===== config.mk =====
export PLATFORM = sky130hd
export DESIGN_NAME = lit_sum_stage
export DESIGN_NICKNAME = d
export VERILOG_FILES = /design/src/design/line_intersection_test_core_assert.svh /design/src/design/lit_pkg.sv /design/src/design/lit_sum_stage.sv
export SDC_FILE = /design/constraint.sdc
export NUM_CORES = 1
export LEC_CHECK = 0
export ABC_AREA = 1
export BUFFER_PORTS_ARGS = -buffer_cell sky130_fd_sc_hd__buf_4
export CORE_MARGIN = 2
export CORE_UTILIZATION = 60
export DETAILED_ROUTE_END_ITERATION = 12
export GPL_TIMING_DRIVEN = 0
export PLACE_DENSITY = 0.95
export SYNTH_ARGS = -nofsm -noshare
export SYNTH_HDL_FRONTEND = slang
export SYNTH_SLANG_ARGS = --single-unit
export TNS_END_PERCENT = 100

===== constraint.sdc =====
create_clock -name i_clk -period 3.7 [get_ports i_clk]
set_input_delay 0.74 -clock i_clk [delete_from_list [all_inputs] [get_ports i_clk]]
set_output_delay 0.74 -clock i_clk [all_outputs]
set_load 0.005 [all_outputs]

===== src/design/line_intersection_test_core_assert.svh =====
// assertion macros for the line intersection test core
`ifndef LINE_INTERSECTION_TEST_CORE_ASSERT_SVH
`define LINE_INTERSECTION_TEST_CORE_ASSERT_SVH

`ifndef SYNTHESIS

// same-cycle implication, disabled while in reset
`define LIT_ASSERT_IMPL(label, ante, cons) \
    label: assert property (@(posedge i_clk) disable iff (!i_rst_n) (ante) |-> (cons)) \
        else $error("lit assertion failed");

// next-cycle implication, disabled while in reset
`define LIT_ASSERT_NEXT(label, ante, cons) \
    label: assert property (@(posedge i_clk) disable iff (!i_rst_n) (ante) |=> (cons)) \
        else $error("lit assertion failed");

`else

`define LIT_ASSERT_IMPL(label, ante, cons)
`define LIT_ASSERT_NEXT(label, ante, cons)

`endif

`endif


===== src/design/lit_pkg.sv =====
// shared widths, codes and stage payload types for the line intersection test
`timescale 1ns / 1ps
`default_nettype none

package lit_pkg;

    localparam int COORD_WIDTH = 16;
    localparam int DIFF_WIDTH  = COORD_WIDTH + 1;
    localparam int PROD_WIDTH  = 2 * COORD_WIDTH + 2;
    localparam int NUM_WIDTH   = PROD_WIDTH + 1;
    localparam int TOL_WIDTH   = 34;
    localparam int CMP_WIDTH   = (NUM_WIDTH > TOL_WIDTH) ? NUM_WIDTH : TOL_WIDTH;

    // first line kinds
    localparam logic [1:0] LINE_SEGMENT = 2'd0;
    localparam logic [1:0] LINE_RAY     = 2'd1;
    localparam logic [1:0] LINE_FULL    = 2'd2;
    // undefined kind, never reports a hit
    localparam logic [1:0] LINE_UNDEF   = 2'd3;

    typedef struct packed {
        logic signed [COORD_WIDTH-1:0] p_x;
        logic signed [COORD_WIDTH-1:0] p_y;
        logic signed [COORD_WIDTH-1:0] q_x;
        logic signed [COORD_WIDTH-1:0] q_y;
        logic signed [COORD_WIDTH-1:0] r_x;
        logic signed [COORD_WIDTH-1:0] r_y;
        logic signed [COORD_WIDTH-1:0] s_x;
        logic signed [COORD_WIDTH-1:0] s_y;
        logic [1:0]                    line_kind;
        logic                          exclude_ends;
    } t_item;

    typedef struct packed {
        logic intersects;
        logic parallel;
    } t_result;

    // per-item controls that ride along the pipe
    typedef struct packed {
        logic [1:0] line_kind;
        logic       strict;
    } t_ctrl;

    typedef struct packed {
        t_ctrl                        ctrl;
        logic signed [DIFF_WIDTH-1:0] m11;
        logic signed [DIFF_WIDTH-1:0] m12;
        logic signed [DIFF_WIDTH-1:0] m21;
        logic signed [DIFF_WIDTH-1:0] m22;
        logic signed [DIFF_WIDTH-1:0] v1;
        logic signed [DIFF_WIDTH-1:0] v2;
    } t_diff;

    typedef struct packed {
        t_ctrl                        ctrl;
        logic signed [PROD_WIDTH-1:0] det_a;
        logic signed [PROD_WIDTH-1:0] det_b;
        logic signed [PROD_WIDTH-1:0] na_a;
        logic signed [PROD_WIDTH-1:0] na_b;
        logic signed [PROD_WIDTH-1:0] nb_a;
        logic signed [PROD_WIDTH-1:0] nb_b;
    } t_prod;

    typedef struct packed {
        t_ctrl                       ctrl;
        logic signed [NUM_WIDTH-1:0] det;
        logic signed [NUM_WIDTH-1:0] na;
        logic signed [NUM_WIDTH-1:0] nb;
    } t_num;

endpackage

`default_nettype wire


===== src/design/lit_sum_stage.sv =====
// stages three and four: product differences, then sign fold of the determinant
`timescale 1ns / 1ps
`default_nettype none

module lit_sum_stage (
    input  logic           i_clk,
    input  logic           i_rst_n,
    input  logic           i_valid,
    input  lit_pkg::t_prod i_prod,
    output logic           o_valid,
    output lit_pkg::t_num  o_num
);

    localparam int NW = lit_pkg::NUM_WIDTH;

    logic          r_sum_valid;
    logic          r_fold_valid;
    lit_pkg::t_num r_sum;
    lit_pkg::t_num n_sum;
    lit_pkg::t_num r_fold;
    lit_pkg::t_num n_fold;
    logic          det_neg;

    always_comb begin
        n_sum.ctrl = i_prod.ctrl;
        n_sum.det  = NW'(i_prod.det_a) - NW'(i_prod.det_b);
        n_sum.na   = NW'(i_prod.na_a) - NW'(i_prod.na_b);
        n_sum.nb   = NW'(i_prod.nb_a) - NW'(i_prod.nb_b);
    end

    // make the determinant positive, numerators follow its sign
    assign det_neg = r_sum.det[NW-1];

    always_comb begin
        n_fold.ctrl = r_sum.ctrl;
        n_fold.det  = det_neg ? -r_sum.det : r_sum.det;
        n_fold.na   = det_neg ? -r_sum.na  : r_sum.na;
        n_fold.nb   = det_neg ? -r_sum.nb  : r_sum.nb;
    end

    always_ff @(posedge i_clk) begin
        if (!i_rst_n) begin
            r_sum_valid  <= 1'b0;
            r_fold_valid <= 1'b0;
        end else begin
            r_sum_valid  <= i_valid;
            r_fold_valid <= r_sum_valid;
        end
    end

    always_ff @(posedge i_clk) begin
        r_sum  <= n_sum;
        r_fold <= n_fold;
    end

    assign o_valid = r_fold_valid;
    assign o_num   = r_fold;

endmodule

`default_nettype wire


* Yosys cells after proc, flatten, opt, wreduce, memory -nomap -nowiden
Index checks and enable logic that the tools add are counted.
Operators by class: add/subtract/negate cells 6, muxes and demuxes 3
Operators by type and width (count):
- negation 35 bit | 3
- subtractor 34 x 34 -> 35 bit | 3
- two-way mux 35 bit | 2
- two-way mux 34 bit | 1
Storage, ports and cells: output and inout bits 109, bits of input ports 210, register bits after elaboration 218, word-level logic and storage cells 22

* Longest topological paths before layout
depth after elaboration 2, depth in mapped cells 14, depth with buffers taken out 14

* Worst setup path before layout
OpenSTA, ideal clock, no wires.
kind input-to-reg, start input port i_prod[34] (netlist bit), end register r_sum[32] (netlist bit), arrival time 2098 ps, stages on the path 14, data required time 3588 ps, path buffers 0, slack 1490 ps, library setup time 112 ps, cell sequence inv_1 -> ha_1 -> inv_1 -> fa_1 -> nand3_1 -> nand3_1 -> nand2_1 -> nand2_1 -> nand2_1 -> nand2_1 -> nand2_1 -> nand2_1 -> nand2_1 -> nand2_1
RTL lines:
- start, declared | line lit_sum_stage.sv:9 | input lit_pkg::t_prod i_prod,
- end signal, assigned | line lit_sum_stage.sv:52 | r_sum <= n_sum;
- end, declared | line lit_sum_stage.sv:18 | lit_pkg::t_num r_sum;

==> flow_summary.yaml <==
placed_design:
  gp_congestion: 0.996
  dp_hpwl_mm: 39.1
  port_buffers: 318
setup_path:
  slowest_stage: "fa_1"
  rrSetupSlack_ns: 1.52
  start_kind: "input pin"
  cp-startpoint: "i_prod[102]"
  crit_buf_inv: 3
  max_stage_delay_ns: 0.45
  r2r_start: "det_neg"
  path_cells: "buf_4 > inv_1 > ha_1 > inv_1 > fa_1 > nand3_1 > nand3_1 > nand2_1 > nand2_1 > nand2_1 > nand2_1 > nand2_1 > nand2_1 > nand2_1 > nand2_1"
  cp_data_required_time_ns: 4.09
  cp_common_cell: "nand2_1"
  critPathTopFamily: "simple AND/OR/NAND/NOR gates"
  critPathArrivalTime_ns: 2.67
  end_kind: "flip-flop"
  worstSetupPathType: "in2reg"
  critPathMaxFanout: 4
cts:
  clock_path_buffers: 3
  clock-sinks: 218
  cts_buffers: 22
  holdBufCountCts: 0
  cts-root-buf: "clkbuf_16"
  post_cts_resized: 0
  cts_tree: "built"
  clock_latency_ns: 0.50
  htreeDepth: 1
  clk_pin_slew_ns: 0.06
  cts_setup_buffers: 0
layout:
  n_fill_cell: 1965
  area_growth_pct: 23.5
  finalNetCount: 3014
  drive_gt1_share_pct: 14.9
  layout_commonest_cell: "nand2_1"
  final_cell_mix: "nand2_1, inv_1, buf_4"
  multi_input_area_sq_um: 8820
  seq_area_sq_um: 4360
  post-route-util_pct: 75.5
power_and_ir_drop:
  power.density_nw_per_um2: 473
  pwr-share-clk_pct: 24.9
  p_switching_mw: 3.10
  switching_share_pct: 35.6
  irDropWorstVdd_mv: 0.447
  cellLeakagePower_nw: 10.3
  pwr-share-comb_pct: 35.7
  power_frac_seq_pct: 39.4
  p_int_mw: 5.61
sta:
  finalCriticalPeriod_ns: 2.27
  min_period_over_period_pct: 61.5
  setup_violations: 0
  skew_ns: 0.0153
  fin_setup_tns_ns: 0
  timing.fmax_mhz: 440
  slew_viol_final: 0
  worst_pin_slew_ns: 0.946
  slew_headroom_pct: 36.9
  hold_viol: 0
  rsz0062_at_grt: "false"
min_path:
  hp-class: "in2reg"
  hold_start: "i_prod[206]"
route:
  top_layer: "met5"
  wl_met3_mm: 3.64
  drc: 0
  drt_iter0_drc: 1518
  drt-met1-wl_mm: 18.2
  routed_via_density: 5.39
  final_antenna_net_count: 0
  firstDrtPassIters: 6
  met2_length_mm: 23.9
  vias: 16345
  wl_per_cell_um: 15.9
  totalWireLength_mm: 48.4
die:
  die_height_um: 162
  core_sq_um: 24400
  start_util_pct: 61.1
  rows: 57
  pin_count: 319
  fp.dieW_um: 162
  dieArea_sq_um: 26100
grt:
  antenna_found_initial: 1
  grt_overflow_total: 0
  grt_pass1_wl_mm: 76.0
  grt_usage_pct: 36.0
  grt_max_degree: 15
  first_global_vias: 15832
synthesis:
  yosysUniqueCellTypes: 42
  synth_top_area_share_pct: 29.3
  synth_xor_area_share_pct: 7.57
  synth_area_per_cell_sq_um: 6.33
  synth_compound_area_share_pct: 8.06
  synthMuxAreaShare_pct: 0
  synth_top_family_by_area: "simple AND/OR/NAND/NOR gates"
  synth_fp_nets: 2672
  synth_fa_ha_area_share_pct: 9.21
  synth.area.top_cells: "dfxtp_1, nand2_1, inv_1"
  syn_area_sq_um: 14900
  yosysWarnings: 0
  synth_cells: 2354
  synth_ff_type: "dfxtp_1"
  ys_async_sr_fraction_pct: 0
  yosysSeqAreaShare_pct: 29.3
  synth_seq_cells: 218
  synth_simple_gate_area_share_pct: 34.3
  yosysTopAreaCell: "dfxtp_1"
  synth_edf_count: 0
run_status:
  status: "finished clean"
flow_run:
  drv_cap: 0
registers in the layout (all words and copies together), names as in the netlist:
signal       cells
det_neg          1
n_fold           3
o_num          108
o_valid          1
r_sum          104
r_sum_valid      1
per-layer routing:
layer / up-vias / GRT usage, %
li1: 7963 / -
met1: 7363 / 40.1
met2: 812 / 66.5
met3: 205 / 4.96
met4: 2 / 18.7
met5: - / 0
kinds of logic after synthesis:
logic type                 after synthesis
xor gates and xnor gates               128
DFF                                    218
adders and majority gates              108
buffers and inverters                  456
AOI/OAI and AO/OA                      220
and+or+nand+nor                       1224
layout make-up:
class / instances / area share, %
timing repair buffer: 318 / 13.0
multi-input combinational: 1680 / 47.9
inverter: 443 / 9.03
sequential: 218 / 23.7
buffer: 13 / 0.360
clock inverter: 4 / 0.163
tap: 324 / 2.20
antenna: 1 / 0.0136
clock buffer: 33 / 3.71
metrics by stage:
| stage | setup slack, ns | std cells | hold slack [ns] | area, sq um | power [mW] |
|---|---|---|---|---|---|
| finish | 1.43 | 3034 | 0.336 | 18400 | 8.71 |
| CTS | 1.47 | 3033 | 0.331 | 18400 | 8.66 |
| floorplan | 1.49 | 2354 | 0.310 | 14900 | 4.98 |
| global route | 1.29 | 3033 | 0.329 | 18400 | 9.16 |
| detailed placement | 1.01 | 2996 | 0.354 | 17700 | 6.47 |
| global placement | 1.03 | 2996 | 0.337 | 17700 | 6.36 |
synthesized netlist by cell type, types with 4 or more instances:
master,count
o21bai_1,15
nand3_1,121
nor2_2,10
nand2_1,727
xor2_1,99
dfxtp_1,218
a31oi_1,6
inv_1,441
clkbuf_1,6
buf_2,5
nor2_4,8
nand3b_1,8
and2_1,4
ha_1,105
nor2_1,254
a21oi_1,108
nor4_1,4
nand2_2,7
nand4_1,28
o21ai_1,9
xnor2_1,28
nor3_1,38
o21ai_0,65
nand3_2,6
worst paths after layout:
kind | endpoint | cells after the start
max reg2reg | o_num[96] | 3
max | r_sum[67] | 15
min | n_fold[107] | 1
min reg2reg | o_num[105] | 0
power by group through the flow:
stage,Sequential [mW],Clock [mW],Combinational [mW]
3_5_place_dp,3.45,0,3.02
5_1_grt,3.47,2.29,3.40
3_3_place_gp,3.44,0,2.92
2_1_floorplan,3.35,0,1.63
6_report,3.43,2.17,3.11
4_1_cts,3.42,2.18,3.06
Note: power is estimated with default switching activity, not from simulation.
