**config.mk**
```make
export PLATFORM = sky130hd
export DESIGN_NAME = lit_diff_stage
export DESIGN_NICKNAME = d
export VERILOG_FILES = /design/src/design/line_intersection_test_core_assert.svh /design/src/design/lit_pkg.sv /design/src/design/lit_diff_stage.sv
export SDC_FILE = /design/constraint.sdc
export NUM_CORES = 1
export LEC_CHECK = 0
export ABC_AREA = 1
export BUFFER_PORTS_ARGS = -buffer_cell sky130_fd_sc_hd__clkbuf_2
export CAP_MARGIN = 20
export CORE_ASPECT_RATIO = 1.75
export CORE_MARGIN = 10
export CORE_UTILIZATION = 49
export CTS_CLUSTER_DIAMETER = 80
export DETAILED_ROUTE_END_ITERATION = 10
export HOLD_SLACK_MARGIN = 0.05
export PLACE_DENSITY = 0.85
export SLEW_MARGIN = 20
export SYNTH_ARGS = -nofsm -noshare
export SYNTH_HDL_FRONTEND = slang
export SYNTH_SLANG_ARGS = --single-unit
```
**constraint.sdc**
```tcl
create_clock -name i_clk -period 4 [get_ports i_clk]
set_input_delay 0.2 -clock i_clk [delete_from_list [all_inputs] [get_ports i_clk]]
set_output_delay 0.2 -clock i_clk [all_outputs]
set_load 0.03 [all_outputs]
```
**src/design/line_intersection_test_core_assert.svh**
```systemverilog
// assertion macros for the line intersection test core
`ifndef LINE_INTERSECTION_TEST_CORE_ASSERT_SVH
`define LINE_INTERSECTION_TEST_CORE_ASSERT_SVH

`ifndef SYNTHESIS

// same-cycle implication, disabled while in reset
`define LIT_ASSERT_IMPL(label, ante, cons) \
    label: assert property (@(posedge i_clk) disable iff (!i_rst_n) (ante) |-> (cons)) \
        else $error("lit assertion failed");

// next-cycle implication, disabled while in reset
`define LIT_ASSERT_NEXT(label, ante, cons) \
    label: assert property (@(posedge i_clk) disable iff (!i_rst_n) (ante) |=> (cons)) \
        else $error("lit assertion failed");

`else

`define LIT_ASSERT_IMPL(label, ante, cons)
`define LIT_ASSERT_NEXT(label, ante, cons)

`endif

`endif

```
**src/design/lit_pkg.sv**
```systemverilog
// shared widths, codes and stage payload types for the line intersection test
`timescale 1ns / 1ps
`default_nettype none

package lit_pkg;

    localparam int COORD_WIDTH = 16;
    localparam int DIFF_WIDTH  = COORD_WIDTH + 1;
    localparam int PROD_WIDTH  = 2 * COORD_WIDTH + 2;
    localparam int NUM_WIDTH   = PROD_WIDTH + 1;
    localparam int TOL_WIDTH   = 34;
    localparam int CMP_WIDTH   = (NUM_WIDTH > TOL_WIDTH) ? NUM_WIDTH : TOL_WIDTH;

    // first line kinds
    localparam logic [1:0] LINE_SEGMENT = 2'd0;
    localparam logic [1:0] LINE_RAY     = 2'd1;
    localparam logic [1:0] LINE_FULL    = 2'd2;
    // undefined kind, never reports a hit
    localparam logic [1:0] LINE_UNDEF   = 2'd3;

    typedef struct packed {
        logic signed [COORD_WIDTH-1:0] p_x;
        logic signed [COORD_WIDTH-1:0] p_y;
        logic signed [COORD_WIDTH-1:0] q_x;
        logic signed [COORD_WIDTH-1:0] q_y;
        logic signed [COORD_WIDTH-1:0] r_x;
        logic signed [COORD_WIDTH-1:0] r_y;
        logic signed [COORD_WIDTH-1:0] s_x;
        logic signed [COORD_WIDTH-1:0] s_y;
        logic [1:0]                    line_kind;
        logic                          exclude_ends;
    } t_item;

    typedef struct packed {
        logic intersects;
        logic parallel;
    } t_result;

    // per-item controls that ride along the pipe
    typedef struct packed {
        logic [1:0] line_kind;
        logic       strict;
    } t_ctrl;

    typedef struct packed {
        t_ctrl                        ctrl;
        logic signed [DIFF_WIDTH-1:0] m11;
        logic signed [DIFF_WIDTH-1:0] m12;
        logic signed [DIFF_WIDTH-1:0] m21;
        logic signed [DIFF_WIDTH-1:0] m22;
        logic signed [DIFF_WIDTH-1:0] v1;
        logic signed [DIFF_WIDTH-1:0] v2;
    } t_diff;

    typedef struct packed {
        t_ctrl                        ctrl;
        logic signed [PROD_WIDTH-1:0] det_a;
        logic signed [PROD_WIDTH-1:0] det_b;
        logic signed [PROD_WIDTH-1:0] na_a;
        logic signed [PROD_WIDTH-1:0] na_b;
        logic signed [PROD_WIDTH-1:0] nb_a;
        logic signed [PROD_WIDTH-1:0] nb_b;
    } t_prod;

    typedef struct packed {
        t_ctrl                       ctrl;
        logic signed [NUM_WIDTH-1:0] det;
        logic signed [NUM_WIDTH-1:0] na;
        logic signed [NUM_WIDTH-1:0] nb;
    } t_num;

endpackage

`default_nettype wire

```
**src/design/lit_diff_stage.sv**
```systemverilog
// stage one: coordinate differences for the determinant and numerators
`timescale 1ns / 1ps
`default_nettype none

module lit_diff_stage (
    input  logic           i_clk,
    input  logic           i_rst_n,
    input  logic           i_valid,
    input  lit_pkg::t_item i_item,
    output logic           o_valid,
    output lit_pkg::t_diff o_diff
);

    localparam int DW = lit_pkg::DIFF_WIDTH;

    logic           r_valid;
    lit_pkg::t_diff r_diff;
    lit_pkg::t_diff n_diff;

    always_comb begin
        n_diff.ctrl.line_kind = i_item.line_kind;
        n_diff.ctrl.strict    = i_item.exclude_ends;
        n_diff.m11 = DW'(i_item.q_x) - DW'(i_item.p_x);
        n_diff.m12 = DW'(i_item.r_x) - DW'(i_item.s_x);
        n_diff.m21 = DW'(i_item.q_y) - DW'(i_item.p_y);
        n_diff.m22 = DW'(i_item.r_y) - DW'(i_item.s_y);
        n_diff.v1  = DW'(i_item.r_x) - DW'(i_item.p_x);
        n_diff.v2  = DW'(i_item.r_y) - DW'(i_item.p_y);
    end

    always_ff @(posedge i_clk) begin
        if (!i_rst_n) begin
            r_valid <= 1'b0;
        end else begin
            r_valid <= i_valid;
        end
    end

    always_ff @(posedge i_clk) begin
        r_diff <= n_diff;
    end

    assign o_valid = r_valid;
    assign o_diff  = r_diff;

endmodule

`default_nettype wire

```
Yosys cells after proc, flatten, opt, wreduce, memory -nomap -nowiden:

Cells that the tools add are included.

* order comparisons: 0
* $add $sub $neg: 6
* divide/modulo/power cells: 0
* eq/ne operators: 0
* reductions and logical operators: 0
* multiply operators: 0
* shift-type cells: 0
* bitwise logic cells: 0
* multiplexer cells: 0

Operator list (count)
* 16-bit by 16-bit subtractor with 17-bit output: 6

* flip-flop bits (word level): 106
* bits in latches: 0
* input port bits: 134
* output and inout bits: 106
* bits in read-only memories: 0
* memory bits (writable): 0
* word-level logic and storage cells: 15
* memories kept: 0

Longest topological paths before layout:

* depth after elaboration: 1
* depth in mapped cells: 12
* mapped depth without buffers: 12

Least setup slack after synthesis:

No wires, ideal clock.

* path kind: input to register
* start: input port i_item[51] in the netlist's numbering
* end: register r_diff (netlist bit o_diff[31])
* setup slack: 2525 ps
* required time: 3888 ps
* library setup time: 112 ps
* path buffers: 0
* arrival: 1363 ps
* stages: 11
* path through: inv_1 -> ha_1 -> fa_1 -> inv_1 -> nand2_1 -> nand2_1 -> nand3_1 -> nand2_1 -> nand2_1 -> nand3_1 -> nand2_1

RTL lines
* start, declared: line lit_diff_stage.sv:9 `input lit_pkg::t_item i_item,`
* end signal, assigned: line lit_diff_stage.sv:40 `r_diff <= n_diff;`
* end, declared: line lit_diff_stage.sv:17 `lit_pkg::t_diff r_diff;`

==> results.rst <==
.. list-table::
   :header-rows: 1

   * - Metric
     - Value
   * - Run status
     - complete, no violations
   * - Number of synthesized register bits
     - 106
   * - TritonCTS buffer count
     - 9
   * - Final worst-path cycle share
     - 37.3%
   * - IO Count
     - 240
   * - Design internal power
     - 2.32 mW
   * - Number of placed instances, taps included
     - 1837
   * - Portion of total power attributed to the clock network
     - 25.1%
   * - Power density over the cells
     - 392 mW/mm^2
   * - Number of buffers inserted by post-CTS setup repair
     - 0
   * - Synthesis Warnings
     - 0
   * - Overflow after GRT
     - 0
   * - Layout cell share with drive strength beyond 1
     - 15.8%
   * - Max clock buf depth
     - 2
   * - Power spent charging and discharging nets
     - 1.64 mW
   * - Final wirelength
     - 25900 um
   * - Cell with the most instances after synthesis
     - nand2_1
   * - Kind of capture point of the worst setup path
     - flop
   * - Kind of launch point of the worst setup path
     - input pin
   * - Cell area after technology mapping
     - 0.00825 sq mm
   * - Number of antenna violations at the first check in global routing
     - 0
   * - Sw Ratio
     - 41.5%
   * - Count of final setup violators
     - 0
   * - RSZ-0062 raised after global routing
     - no
   * - # Max-Cap Violations
     - 0
   * - Clk pin slew, worst setup/hold paths
     - 0.07 ns
   * - Area share of the largest cell type after synthesis
     - 25.7%
   * - Antenna-violating nets left
     - 0
   * - Synth area leaders
     - dfxtp_1 26%, nand2_1 26%, inv_1 16%
   * - Max Clock Freq
     - 670 MHz
   * - Worst path slowest cell
     - fa_1
   * - Number of buffers and inverters on the critical path
     - 3
   * - Die ar.
     - 0.0226 sq mm
   * - Required time at the endpoint of the critical path
     - 4.25 ns
   * - Number of placement rows
     - 62
   * - Number of nets in the layout
     - 1865
   * - Post-layout utilization of the core
     - 61.4%
   * - Final hold violation count
     - 0
   * - Area of the core
     - 0.0164 sq mm
   * - Min cycle time layout
     - 1.49 ns
   * - Worst Setup Path Type
     - in2reg
   * - Worst path arrival time
     - 1.74 ns
   * - Combinational group share of total power
     - 41.2%
   * - Wire length of the first global-routing pass
     - 41900 um
   * - Worst slew slack as a fraction of its limit
     - 81.3%
   * - Number of slew-limit violations in the final report
     - 0
   * - Gate family responsible for the most delay along the worst path
     - adder cells
   * - Via count of the first global-routing pass
     - 8938
   * - Sequential share of the synthesized area
     - 25.7%
   * - Count of flip-flops with a built-in enable after synthesis
     - 0
   * - Average footprint of a synthesized cell
     - 6.00 sq um
   * - Highest cell delay on the worst timing path
     - 0.43 ns
   * - Overall via count from detail_route
     - 8728
   * - Transition time of the tightest slew-check pin
     - 0.280 ns
   * - Detailed-route wire length on metal 1
     - 9330 um
   * - Peak ir drop on the vdd network
     - 0.281 mV
   * - Final weighted congestion of routability-driven global placement
     - 0.918
   * - Wire length per cell after detailed routing
     - 13.9 um
   * - TritonCTS clock tree
     - yes
   * - Vias per cell
     - 4.70
   * - Library cell appearing most often on the critical path
     - nand2_1
   * - Async set-reset flop share out of synthesis
     - 0%
   * - Gate count of the mapped netlist
     - 1374
   * - Count of H-tree levels built during CTS
     - 3
   * - Antenna cell count
     - 0
   * - Maximum number of pins on one net before global-route repair
     - 19
   * - Count of buffers from port buffering
     - 239
   * - Length of routed met3 wiring
     - 1640 um
   * - Launching instance or port of the critical path
     - i_item[67]
   * - Die outline height
     - 192 um
   * - 1st-iter DRT viols
     - 453
   * - Worst path cell trace
     - clkbuf_2 > inv_1 > ha_1 > fa_1 > inv_1 > nand2_1 > nand2_1 > nand3_1 > nand2_1 > nand2_1 > nand3_1 > nand2_1
   * - Largest fanout on the critical path
     - 3
   * - Reported leakage power
     - 6.82 nW
   * - Part of the total power dissipated in sequential elements
     - 33.7%
   * - Topmost layer with routed signal wires
     - met4
   * - Cell Count, Final, Fillers Out
     - 1858
   * - Clock root buffer
     - clkbuf_16
   * - Synthesized net count
     - 1610
   * - Die X
     - 118 um
   * - Setup_tns
     - 0 ns
   * - Number of sinks handled by clock tree synthesis
     - 106
   * - Dpl hpwl
     - 22500 um
   * - Global-route total usage across every layer
     - 22.8%
   * - Met2 layer wire length in the routed design
     - 13900 um
   * - Effective utilization at floorplan
     - 50.2%
   * - Cell type with the largest total area after synthesis
     - dfxtp_1
   * - Area growth syn-to-layout
     - 22.4%
   * - Ranking of synthesized cells by instance count
     - 563 x nand2_1, 355 x inv_1, 106 x dfxtp_1
   * - Primary FF master, synth
     - dfxtp_1
   * - Number of distinct library cells after synthesis
     - 14
   * - Path type of the worst min-delay path
     - in2reg
   * - Critical hold path startpoint
     - i_item[19]
   * - Final Power
     - 3.96 mW
   * - First-pass iteration count of the detailed router
     - 5
   * - Total DRC errors in the routed layout
     - 0
[final timing paths]
check,cells past startpoint,to,slack [ns]
worst max-delay path,12,o_diff[63],2.51
worst min-delay path,3,o_diff[68],0.12
[state kept, by name (all words and copies together), names as in the netlist]
| name | flops |
|---|---|
| o_valid | 1 |
| o_diff | 105 |
[cell type report]
class                      count  area [sq um]
clock buffer                   9           225
clock inverter                 7          98.8
fill                        1606          6350
inverter                     355          1330
multi-input combinational    913          4790
sequential                   106          2120
tap                          224           280
timing repair buffer         244          1250
[layer usage]
metal  vias up  track usage, %
met2       310            45.3
met1      3805            21.6
met4         0            10.3
met3        55            4.91
li1       4558               -
met5         -               0
[cell families after synthesis]
group	synth area share, %
buffers and inverters	16.2
adders and majority gates	16.0
DFF	25.7
AOI/OAI and AO/OA	3.64
and+or+nand+nor	34.0
xor gates and xnor gates	4.46
[power by group through the flow]
stage                     clock [mW]  combinational [mW]  sequential [mW]
after floorplan                    0               0.709             1.75
after global placement             0                1.60             1.35
after detailed placement           0                1.63             1.36
after CTS                       1.02                1.64             1.34
after global routing            1.05                1.80             1.35
final                          0.995                1.63             1.33
[cells in the final DEF, fill, tap and decap left out, types with 2 or more instances in the layout]
| cell | synthesis | layout |
|---|---|---|
| dfxtp_1 | 106 | 106 |
| nand2_2 | 2 | 2 |
| dlygate4sd3_1 | 0 | 5 |
| nor2_1 | 44 | 44 |
| xnor2_1 | 14 | 14 |
| clkbuf_2 | 0 | 239 |
| fa_1 | 6 | 6 |
| inv_6 | 0 | 2 |
| a21oi_1 | 60 | 60 |
| inv_1 | 355 | 355 |
| ha_1 | 96 | 96 |
| or2_1 | 7 | 7 |
| nand3_1 | 68 | 68 |
| nor3_1 | 24 | 24 |
| bufinv_16 | 0 | 2 |
| xor2_1 | 28 | 28 |
| nand2_1 | 563 | 563 |
| clkbuf_16 | 0 | 9 |
[metrics by stage]
stage	area, sq um	setup slack (ns)	hold WS (ns)
2_1_floorplan	8250	2.52	0.228
3_3_place_gp	9720	2.21	0.303
3_5_place_dp	9720	2.18	0.304
4_1_cts	10100	2.54	0.0996
5_1_grt	10100	2.39	0.113
6_report	10100	2.51	0.118
[what timing repair did]
item	4_1_cts	5_1_grt
gates resized for setup	0	0
endpoints found under the hold margin	4	0
hold buffers	5	0
setup endpoints to repair	0	0
Note: power is estimated with default switching activity, not from simulation.
