[config.mk]
export PLATFORM = sky130hd
export DESIGN_NAME = lit_test_stage
export DESIGN_NICKNAME = d
export VERILOG_FILES = /design/src/design/lit_pkg.sv /design/src/design/lit_test_stage.sv
export VERILOG_INCLUDE_DIRS = /design/src /design/src/design
export SDC_FILE = /design/constraint.sdc
export NUM_CORES = 1
export LEC_CHECK = 0
export ABC_AREA = 1
export BUFFER_PORTS_ARGS = -buffer_cell sky130_fd_sc_hd__buf_4
export CAP_MARGIN = 5
export CORE_UTILIZATION = 40
export CTS_CLUSTER_DIAMETER = 100
export DETAILED_ROUTE_END_ITERATION = 6
export GPL_TIMING_DRIVEN = 1
export PLACE_DENSITY = 0.74
export SETUP_SLACK_MARGIN = 0.2
export SYNTH_ARGS = -nofsm -noshare
export SYNTH_HDL_FRONTEND = slang
export SYNTH_SLANG_ARGS = --single-unit
[constraint.sdc]
create_clock -name i_clk -period 1.22 [get_ports i_clk]
set_input_delay 0.061 -clock i_clk [delete_from_list [all_inputs] [get_ports i_clk]]
set_output_delay 0.061 -clock i_clk [all_outputs]
set_load 0.02 [all_outputs]
[src/design/line_intersection_test_core_assert.svh]
// assertion macros for the line intersection test core
`ifndef LINE_INTERSECTION_TEST_CORE_ASSERT_SVH
`define LINE_INTERSECTION_TEST_CORE_ASSERT_SVH

`ifndef SYNTHESIS

// same-cycle implication, disabled while in reset
`define LIT_ASSERT_IMPL(label, ante, cons) \
    label: assert property (@(posedge i_clk) disable iff (!i_rst_n) (ante) |-> (cons)) \
        else $error("lit assertion failed");

// next-cycle implication, disabled while in reset
`define LIT_ASSERT_NEXT(label, ante, cons) \
    label: assert property (@(posedge i_clk) disable iff (!i_rst_n) (ante) |=> (cons)) \
        else $error("lit assertion failed");

`else

`define LIT_ASSERT_IMPL(label, ante, cons)
`define LIT_ASSERT_NEXT(label, ante, cons)

`endif

`endif

[src/design/lit_pkg.sv]
// shared widths, codes and stage payload types for the line intersection test
`timescale 1ns / 1ps
`default_nettype none

package lit_pkg;

    localparam int COORD_WIDTH = 16;
    localparam int DIFF_WIDTH  = COORD_WIDTH + 1;
    localparam int PROD_WIDTH  = 2 * COORD_WIDTH + 2;
    localparam int NUM_WIDTH   = PROD_WIDTH + 1;
    localparam int TOL_WIDTH   = 34;
    localparam int CMP_WIDTH   = (NUM_WIDTH > TOL_WIDTH) ? NUM_WIDTH : TOL_WIDTH;

    // first line kinds
    localparam logic [1:0] LINE_SEGMENT = 2'd0;
    localparam logic [1:0] LINE_RAY     = 2'd1;
    localparam logic [1:0] LINE_FULL    = 2'd2;
    // undefined kind, never reports a hit
    localparam logic [1:0] LINE_UNDEF   = 2'd3;

    typedef struct packed {
        logic signed [COORD_WIDTH-1:0] p_x;
        logic signed [COORD_WIDTH-1:0] p_y;
        logic signed [COORD_WIDTH-1:0] q_x;
        logic signed [COORD_WIDTH-1:0] q_y;
        logic signed [COORD_WIDTH-1:0] r_x;
        logic signed [COORD_WIDTH-1:0] r_y;
        logic signed [COORD_WIDTH-1:0] s_x;
        logic signed [COORD_WIDTH-1:0] s_y;
        logic [1:0]                    line_kind;
        logic                          exclude_ends;
    } t_item;

    typedef struct packed {
        logic intersects;
        logic parallel;
    } t_result;

    // per-item controls that ride along the pipe
    typedef struct packed {
        logic [1:0] line_kind;
        logic       strict;
    } t_ctrl;

    typedef struct packed {
        t_ctrl                        ctrl;
        logic signed [DIFF_WIDTH-1:0] m11;
        logic signed [DIFF_WIDTH-1:0] m12;
        logic signed [DIFF_WIDTH-1:0] m21;
        logic signed [DIFF_WIDTH-1:0] m22;
        logic signed [DIFF_WIDTH-1:0] v1;
        logic signed [DIFF_WIDTH-1:0] v2;
    } t_diff;

    typedef struct packed {
        t_ctrl                        ctrl;
        logic signed [PROD_WIDTH-1:0] det_a;
        logic signed [PROD_WIDTH-1:0] det_b;
        logic signed [PROD_WIDTH-1:0] na_a;
        logic signed [PROD_WIDTH-1:0] na_b;
        logic signed [PROD_WIDTH-1:0] nb_a;
        logic signed [PROD_WIDTH-1:0] nb_b;
    } t_prod;

    typedef struct packed {
        t_ctrl                       ctrl;
        logic signed [NUM_WIDTH-1:0] det;
        logic signed [NUM_WIDTH-1:0] na;
        logic signed [NUM_WIDTH-1:0] nb;
    } t_num;

endpackage

`default_nettype wire

[src/design/lit_test_stage.sv]
// stage five: tolerance check and parameter bound tests
`timescale 1ns / 1ps
`default_nettype none

`include "line_intersection_test_core_assert.svh"

module lit_test_stage (
    input  logic                           i_clk,
    input  logic                           i_rst_n,
    input  logic                           i_valid,
    input  lit_pkg::t_num                  i_num,
    input  logic [lit_pkg::TOL_WIDTH-1:0]  i_tol,
    output logic                           o_valid,
    output lit_pkg::t_result               o_result
);

    localparam int NW  = lit_pkg::NUM_WIDTH;
    localparam int CMW = lit_pkg::CMP_WIDTH;
    localparam logic signed [NW-1:0] NUM_ZERO = '0;

    logic             r_valid;
    lit_pkg::t_result r_result;
    lit_pkg::t_result n_result;
    logic [CMW-1:0]   det_ext;
    logic [CMW-1:0]   tol_ext;
    logic             par;
    logic             na_lo_ok;
    logic             na_hi_ok;
    logic             nb_ok;
    logic             kind_ok;

    // folded determinant is never negative
    assign det_ext = CMW'($unsigned(i_num.det));
    assign tol_ext = CMW'(i_tol);
    assign par     = (det_ext <= tol_ext);

    always_comb begin
        if (i_num.ctrl.strict) begin
            na_lo_ok = (i_num.na > NUM_ZERO);
            na_hi_ok = (i_num.na < i_num.det);
            nb_ok    = (i_num.nb > NUM_ZERO) && (i_num.nb < i_num.det);
        end else begin
            na_lo_ok = (i_num.na >= NUM_ZERO);
            na_hi_ok = (i_num.na <= i_num.det);
            nb_ok    = (i_num.nb >= NUM_ZERO) && (i_num.nb <= i_num.det);
        end
    end

    always_comb begin
        unique case (i_num.ctrl.line_kind)
            lit_pkg::LINE_SEGMENT: kind_ok = na_lo_ok && na_hi_ok;
            lit_pkg::LINE_RAY:     kind_ok = na_lo_ok;
            lit_pkg::LINE_FULL:    kind_ok = 1'b1;
            default:               kind_ok = 1'b0;
        endcase
    end

    always_comb begin
        n_result.parallel   = par;
        n_result.intersects = !par && nb_ok && kind_ok;
    end

    always_ff @(posedge i_clk) begin
        if (!i_rst_n) begin
            r_valid <= 1'b0;
        end else begin
            r_valid <= i_valid;
        end
    end

    always_ff @(posedge i_clk) begin
        r_result <= n_result;
    end

    assign o_valid  = r_valid;
    assign o_result = r_result;

    // undefined line kind never reports a hit
    `LIT_ASSERT_NEXT(a_undef_kind_no_hit,
        i_valid && (i_num.ctrl.line_kind == lit_pkg::LINE_UNDEF), !o_result.intersects)
    // a zero determinant is always parallel
    `LIT_ASSERT_NEXT(a_zero_det_parallel, i_valid && (i_num.det == NUM_ZERO), o_result.parallel)

endmodule

`default_nettype wire

After elaboration in Yosys (flattened, before gate mapping) --
Index checks and enable logic that the tools add are counted.
Word-level totals: word-level logic and storage cells 25, register bits after elaboration 3
Cells by class: reduce and logical (&&, ||, !) cells 7, eq/ne operators 2, multiplexer cells 4, $lt $le $gt $ge 9
Operators by type and width (count):
- $ge 35x1->1 const B | 2
- $gt 35x1->1 const B | 2
- $le 35x35->1 | 2
- $lt 35x35->1 | 2
- $le 35x34->1 | 1
- $logic_and 1x1->1 | 5
- $mux 1 | 3
- $pmux 1 s3 | 1
- $eq 2x1->1 const B | 1
- $eq 2x2->1 const B | 1
- $logic_not 2->1 | 1
- $logic_not 1->1 | 1

Depth between registers and ports, before layout --
Gate-level depths: netlist of the first run.
depth after elaboration 5, mapped depth 16, depth with buffers taken out 16

Least setup slack after synthesis of the first run --
Ideal clock, no wire load.
path kind input-to-reg, from in i_num[104] in the netlist's numbering, to reg r_result, in the netlist o_result[1], stages 14, data arrival time 1.218 ns, path slack -0.064 ns, cells stage by stage inv_2 > ha_1 > nand2_2 > nor2_2 > nand2_2 > nor2_2 > nand3_1 > nand2_1 > nor2_1 > nand2_1 > nand2_1 > nand3_1 > nand2_1 > a21oi_2
RTL lines:
- start, declared | line lit_test_stage.sv:11 | input lit_pkg::t_num i_num,
- end signal, assigned | line lit_test_stage.sv:72 | r_result <= n_result;
- end, declared | line lit_test_stage.sv:22 | lit_pkg::t_result r_result;

==> key figures, run 1 <==
Timing
  • Peak clock frequency supported by timing: 0.7235 GHz
  • Slew of the pin with the lowest slew margin: 0.4231 ns
  • Smallest setup slack after layout: -0.1621 ns
  • Total count of max-transition violations in the final report: 0
  • Shortest clock period the worst path allows after layout: around 1.4 ns
  • Slew Limit Headroom: 0.7173
  • Period Utilization, post-route: 1.133
  • Setup repair after global routing missed its margin: true
  • Hold violation total from the final report: 0
  • Setup Viol. Count Final: 2
  • Setup total negative slack: -0.2152 ns

Worst setup path
  • Top fanout value on the critical path: 2
  • Startpoint types: input port
  • Critical Path Sink Type: flop
  • Critical path cell sequence: buf_4 > inv_1 > ha_4 > nand2_1 > inv_1 > nand4_1 > nor2_1 > nand3_1 > nand3_2 > nand2_2 > nor2_2 > nand2_1 > a21oi_2
  • Start-to-end type of the worst setup path: in2reg
  • Data required time of the critical path: 1.38 ns
  • Arrival time of data at the critical path endpoint: between 1.5 and 2 ns
  • Slowest cell on the critical path: sky130_fd_sc_hd__ha_4
  • Maximum cell stage delay along the critical path: 0.26 ns

Clock network
  • CTS root buffer: sky130_fd_sc_hd__clkbuf_8
  • Maximum number of buffers from clock root to sink: 2
  • Clock tree sinks: 3
  • Deepest level of the CTS H-tree: 1
  • Clock slew seen by the registers of the worst setup and hold paths: 0.03 ns
  • Number of buffers created by CTS: 3
  • Count of hold-fix buffers inserted at cts: 0
  • CTS tree: built

Detailed routing
  • First-pass DRT Iterations: 4
  • Vias after detailed routing: 3940
  • Post-detailed-route count of antenna-violating nets: 0
  • Via density: between 4 and 5
  • Total wirelength of the detailed-routed design: 10730 um
  • DRC violations left: 0
  • Number of DRC violations after detailed-routing iteration 0: 107
  • Average wire per cell in the routed design: between 10 and 15 um

Finish
  • Most frequent cells in the layout: sky130_fd_sc_hd__buf_4 (190), sky130_fd_sc_hd__nand2_1 (130), sky130_fd_sc_hd__inv_1 (83), sky130_fd_sc_hd__ha_1 (72)
  • Final core utilization: 0.7277
  • Layout overhead on the synthesized area: 72.08%
  • Ratio of cells with drive above 1 in the final layout: 0.4201
  • Number of standard cells in the final layout excluding fillers: 825
  • Most common cell after layout, fill and taps aside: sky130_fd_sc_hd__buf_4
  • Number of antenna diodes: 0
  • Nets@finish: about 980
  • Area of all placed cells without fillers: ~5400 um2

Yosys
  • Post-Syn Nets: approximately 780
  • Distinct cells, synth: 22
  • Post-synthesis sequential element count: 3
  • Cells after synthesis: 526
  • Warning count from the yosys run: 0
  • Share of synthesized area occupied by flip-flops and latches: 0.01917
  • Ys async rst share: 0
  • Main synth FF type: sky130_fd_sc_hd__dfxtp_1
  • Post-Syn Area: 3133 um2
  • Post-Syn Area per Cell: 5.956 um2
  • Number of enable flip-flop cells after synthesis: 0

GRT
  • Initial antenna violation count: 0
  • Global-route total usage across every layer: 0.2605
  • Remaining global-route overflow: 0
  • First-pass GRT wire length: 17750 um
  • Largest net degree at the start of global routing: 5
  • Via count of the first global-routing pass: roughly 4000

Min path
  • Worst hold path startpoint: i_valid
  • Worst hold path cell count: 3
  • Min-Delay Endpoint: o_valid
  • Path category of the worst min-delay check: in2reg

Floorplan
  • Vertical die dimension: approximately 91 um
  • Std-Cell Rows: 31
  • Core box area: 7408 um2
  • Number of placed I/O pins: about 150
  • Die footprint: 8190 um2
  • Initial core utilization: 0.4229
  • Horizontal die dimension: 90.50 um

Place
  • Post-placement cell area: 5109 um2
  • PortBufs: ~150
  • Placer Congestion: 0.9013
  • Post-DP HPWL: between 9000 and 10000 um
  • Cell count after placement: 820

Power and ir drop
  • Power per standard cell area: 404.2 nW/um2
  • Leakage power figure: 0.002972 uW
  • Largest vdd supply drop: 227.7 uV

Status
  • Status: finished, violations left
  • Violations in the final reports: setup timing

Run
  • # Max-Cap Violations: 0
-- worst max-delay path by stage --
stage,start,end,slack (ns)
finish,i_tol[22],o_result[1],-0.16
global route,i_num[91],o_result[1],-0.24
floorplan,i_num[84],o_result[1],0.00006
CTS,i_num[96],o_result[1],-0.14
detailed placement,i_num[94],o_result[1],-0.48
global placement,i_num[94],o_result[1],-0.44
-- logic make-up (layout without fill, tap and decap cells) --
group / Yosys count / count (layout) / share of synthesized area
fa+ha+maj: 104 / 104 / 0.4153
flops: 3 / 3 / 0.01917
simple gates: 251 / 251 / 0.3339
buf+inv: 111 / 311 / 0.1330
compound gates: 57 / 57 / 0.09864
-- timing repair --
action                                  4_1_cts  5_1_grt
buffers inserted                              0        1
pin swaps                                    11       13
gates resized for setup                      14       36
endpoints found under the setup margin        2        2
-- critical path, delay by kind of cell --
family	cells	cell delay (ns)
AOI/OAI and AO/OA	1	0.09
adders and majority gates	1	0.26
buffers and inverters	3	0.20
and+or+nand+nor	8	0.94
-- synth_stat cells (3+ instances only) --
library cell	n	area, um2
sky130_fd_sc_hd__nand4_1	5	31.28
sky130_fd_sc_hd__ha_1	104	1301
sky130_fd_sc_hd__inv_1	109	409.1
sky130_fd_sc_hd__nor2_1	53	198.9
sky130_fd_sc_hd__nor3_1	9	45.04
sky130_fd_sc_hd__nor4_1	10	62.56
sky130_fd_sc_hd__a21oi_1	40	200.2
sky130_fd_sc_hd__nand2_1	142	533.0
sky130_fd_sc_hd__dfxtp_1	3	60.06
sky130_fd_sc_hd__nor2_2	3	18.77
sky130_fd_sc_hd__nand3_1	22	110.1
sky130_fd_sc_hd__o21ai_0	8	40.04
sky130_fd_sc_hd__a21o_1	5	37.54
-- layout make-up --
class                      instances  area (um2)
inverter                         111       444.2
timing repair buffer             196        1498
fill                             641        2017
tap                               99       123.9
sequential                         3       60.06
multi-input combinational        412        3221
clock buffer                       4       45.04
-- state kept, by name (all words and copies together) (netlist names) --
| signal | count |
|---|---|
| o_result | 2 |
| o_valid | 1 |
-- where the power goes --
group / total (uW) / internal, uW / switching [uW]
clock: 304 / 224 / 80.2
sequential: 108 / 106 / 1.97
combinational: 1770 / 919 / 849
total: 2180 / 1250 / 931
-- through the flow --
step           setup WS, ns  power (uW)  hold WS, ns
6_report            -0.1621        2179      0.02446
5_1_grt             -0.2350        2417      0.04908
4_1_cts             -0.1397        2101      0.02193
3_5_place_dp        -0.4761        1761       0.2510
3_3_place_gp        -0.4438        1705       0.2438
2_1_floorplan    0.00005851       931.2       0.1545
-- routing by layer --
layer | wire (um) | global-route usage | part of all wire | up-vias
met5 | 0 | 0 | 0 | -
li1 | - | - | - | 2097
met3 | 471 | 0.02525 | 0.044 | 9
met2 | 5175 | 0.4735 | 0.48 | 106
met1 | 4982 | 0.3367 | 0.46 | 1728
met4 | 100 | 0.03360 | 0.0093 | 0
Note: power is estimated with default switching activity, not from simulation.
==> inputs of run 2 (changes only) <==
Settings changed: CORE_UTILIZATION 40 to 44, PLACE_DENSITY 0.74 to 0.8.
==> key figures, run 2 (same netlist as run 1, synthesis figures left out) <==
Finish
  • Nets@finish: 966 (-1.0%)
  • Final-layout fill cell count: 577 (-10%)
  • Number of antenna diodes: 0 (unchanged)
  • Most frequent cells in the layout: sky130_fd_sc_hd__buf_4 (179), sky130_fd_sc_hd__nand2_1 (133), sky130_fd_sc_hd__inv_1 (85), sky130_fd_sc_hd__ha_1 (77), sky130_fd_sc_hd__nor2_1 (40)
  • Most common cell after layout, fill and taps aside: sky130_fd_sc_hd__buf_4
  • Number of flip-flops in the largest register: 2 (unchanged)
  • Layout overhead on the synthesized area: 65.46%
  • Final core utilization: 0.7588 (+0.03104)
  • Number of standard cells in the final layout excluding fillers: 812 (-1.6%)
  • Ratio of cells with drive above 1 in the final layout: 0.3855 (-0.03464)

Worst setup path
  • Critical path cell sequence: buf_6 > inv_4 > ha_4 > nand2_4 > nor2_4 > nand4_1 > buf_4 > nor3_2 > nand2_1 > nand2_2 > nor2_2 > nand2_1 > a21oi_2
  • Critical Path Sink Type: flop
  • Library cell appearing most often on the critical path: sky130_fd_sc_hd__nand2_1
  • Startpoint types: input port
  • Slowest cell on the critical path: sky130_fd_sc_hd__ha_4
  • Start-to-end type of the worst setup path: in2reg
  • Maximum cell stage delay along the critical path: 0.28 ns (+0.02 ns)
  • Data required time of the critical path: 1.34 ns (-0.04 ns)
  • Arrival time of data at the critical path endpoint: 1.53 ns (about the same)
  • Top fanout value on the critical path: 2 (unchanged)

Detailed routing
  • Number of DRC violations after detailed-routing iteration 0: 149 (+39%)
  • First-pass DRT Iterations: 5 (+1)
  • Total wirelength of the detailed-routed design: 10810 um (+0.72%)
  • Routed metal-1 wirelength: 4417 um (-11%)
  • Post-detailed-route count of antenna-violating nets: 0 (unchanged)
  • DRC violations left: 0 (unchanged)
  • Met2 wire len: 5505 um (+6.4%)
  • Length of routed met3 wiring: 772 um (+64%)
  • Vias after detailed routing: 4064 (+3.1%)
  • Highest routing layer actually used: met4
  • Via density: 5.005 (+4.8%)
  • Average wire per cell in the routed design: 13.31 um (+2.3%)

Timing
  • Setup repair after global routing missed its margin: true
  • Setup Viol. Count Final: 2 (unchanged)
  • Period Utilization, post-route: 1.151 (+0.01845)
  • Slew Limit Headroom: 0.6165 (-0.1008)
  • Total count of max-transition violations in the final report: 0 (unchanged)
  • Smallest setup slack after layout: -0.1846 ns (-0.02251 ns)
  • Peak clock frequency supported by timing: 0.7119 GHz (-1.6%)
  • Slew of the pin with the lowest slew margin: 0.5700 ns (+0.1469 ns)
  • Shortest clock period the worst path allows after layout: 1.405 ns (+0.02251 ns)
  • Hold violation total from the final report: 0 (unchanged)

Power and ir drop
  • Power per standard cell area: 411.3 nW/um2 (+1.8%)
  • Largest vdd supply drop: 213.6 uV (-6.2%)
  • Leakage power figure: 0.002905 uW (-2.3%)

Place
  • PortBufs: 147 (unchanged)
  • Cell count after placement: 807 (-1.6%)
  • Placer Congestion: 0.9665 (+7.2%)
  • DP Worst Slack: -0.3894 ns (+0.08661 ns)
  • Post-DP HPWL: 9682 um (-0.53%)

Floorplan
  • Horizontal die dimension: 86.38 um (-4.6%)
  • Initial core utilization: 0.4586 (+0.03571)
  • Vertical die dimension: 86.38 um (-4.6%)
  • Die footprint: 7462 um2 (-8.9%)
  • Number of placed I/O pins: 148 (unchanged)
  • Core box area: 6832 um2 (-7.8%)
  • Std-Cell Rows: 30 (-3.2%)

Min path
  • Path category of the worst min-delay check: in2reg
  • Worst hold path cell count: 3 (unchanged)

Clock network
  • Clock slew seen by the registers of the worst setup and hold paths: 0.04 ns (about the same)
  • Maximum number of buffers from clock root to sink: 2 (unchanged)
  • Clock tree sinks: 3 (unchanged)
  • Deepest level of the CTS H-tree: 1 (unchanged)
  • Number of buffers created by CTS: 3 (unchanged)
  • Count of hold-fix buffers inserted at cts: 0 (unchanged)
  • CTS root buffer: sky130_fd_sc_hd__clkbuf_8
  • CTS tree: built

Status
  • Status: finished, violations left
  • Violations in the final reports: setup timing

GRT
  • Global-route total usage across every layer: 0.2900 (+0.02954)
  • Via count of the first global-routing pass: 4160 (+2.0%)
  • Largest net degree at the start of global routing: 5 (unchanged)
  • Remaining global-route overflow: 0 (unchanged)
  • Initial antenna violation count: 0 (unchanged)
  • First-pass GRT wire length: 17560 um (-1.1%)

Run
  • # Max-Cap Violations: 0 (unchanged)
run 2: where the power goes:
part           switching, uW  total [uW]  internal, uW
Clock                   91.2         316           225
Combinational            823        1710           885
Sequential              2.44         108           106
Total                    916        2130          1220
run 2: final cells by class:
class	instances	area (um2)	area share
clock buffer	4	45.04	0.008689
tap	96	120.1	0.02317
sequential	3	60.06	0.01159
multi-input combinational	412	3089	0.5959
inverter	111	446.7	0.08617
timing repair buffer	186	1423	0.2744
run 2: metrics by stage:
step,setup TNS (ns),hold slack [ns],cell area [um2],power [uW]
after floorplan,0,0.1545,3521,931.2
after global placement,-0.7328,0.2509,5030,1672
after detailed placement,-0.6618,0.2508,5030,1747
after CTS,-0.1100,0.01874,5116,2086
after global routing,-0.4224,0.02214,5184,2357
final,-0.2530,0.01525,5184,2132
run 2: path summary, 6_finish.rpt:
path	from	end	slack, ns
worst max-delay path	i_tol[24]	o_result[1]	-0.18
worst min-delay path	i_valid	o_valid	0.02
run 2: worst max-delay path: cells and delay by family:
kind	cells	cell delay, ns
AOI/OAI and AO/OA	1	0.03
adders and majority gates	1	0.28
and+or+nand+nor	8	0.83
buffers and inverters	3	0.33
run 2: layer usage:
layer | vias to the layer above | GRT usage
met3 | 13 | 0.05048
met2 | 156 | 0.5577
met1 | 1811 | 0.3371
met4 | 0 | 0.04697
li1 | 2084 | -
met5 | - | 0
run 2: what timing repair did:
| item | in CTS | in global routing |
|---|---|---|
| pin swaps | 10 | 12 |
| setup buffers | 1 | 0 |
| gates resized for setup | 7 | 20 |
| setup endpoints to repair | 2 | 2 |
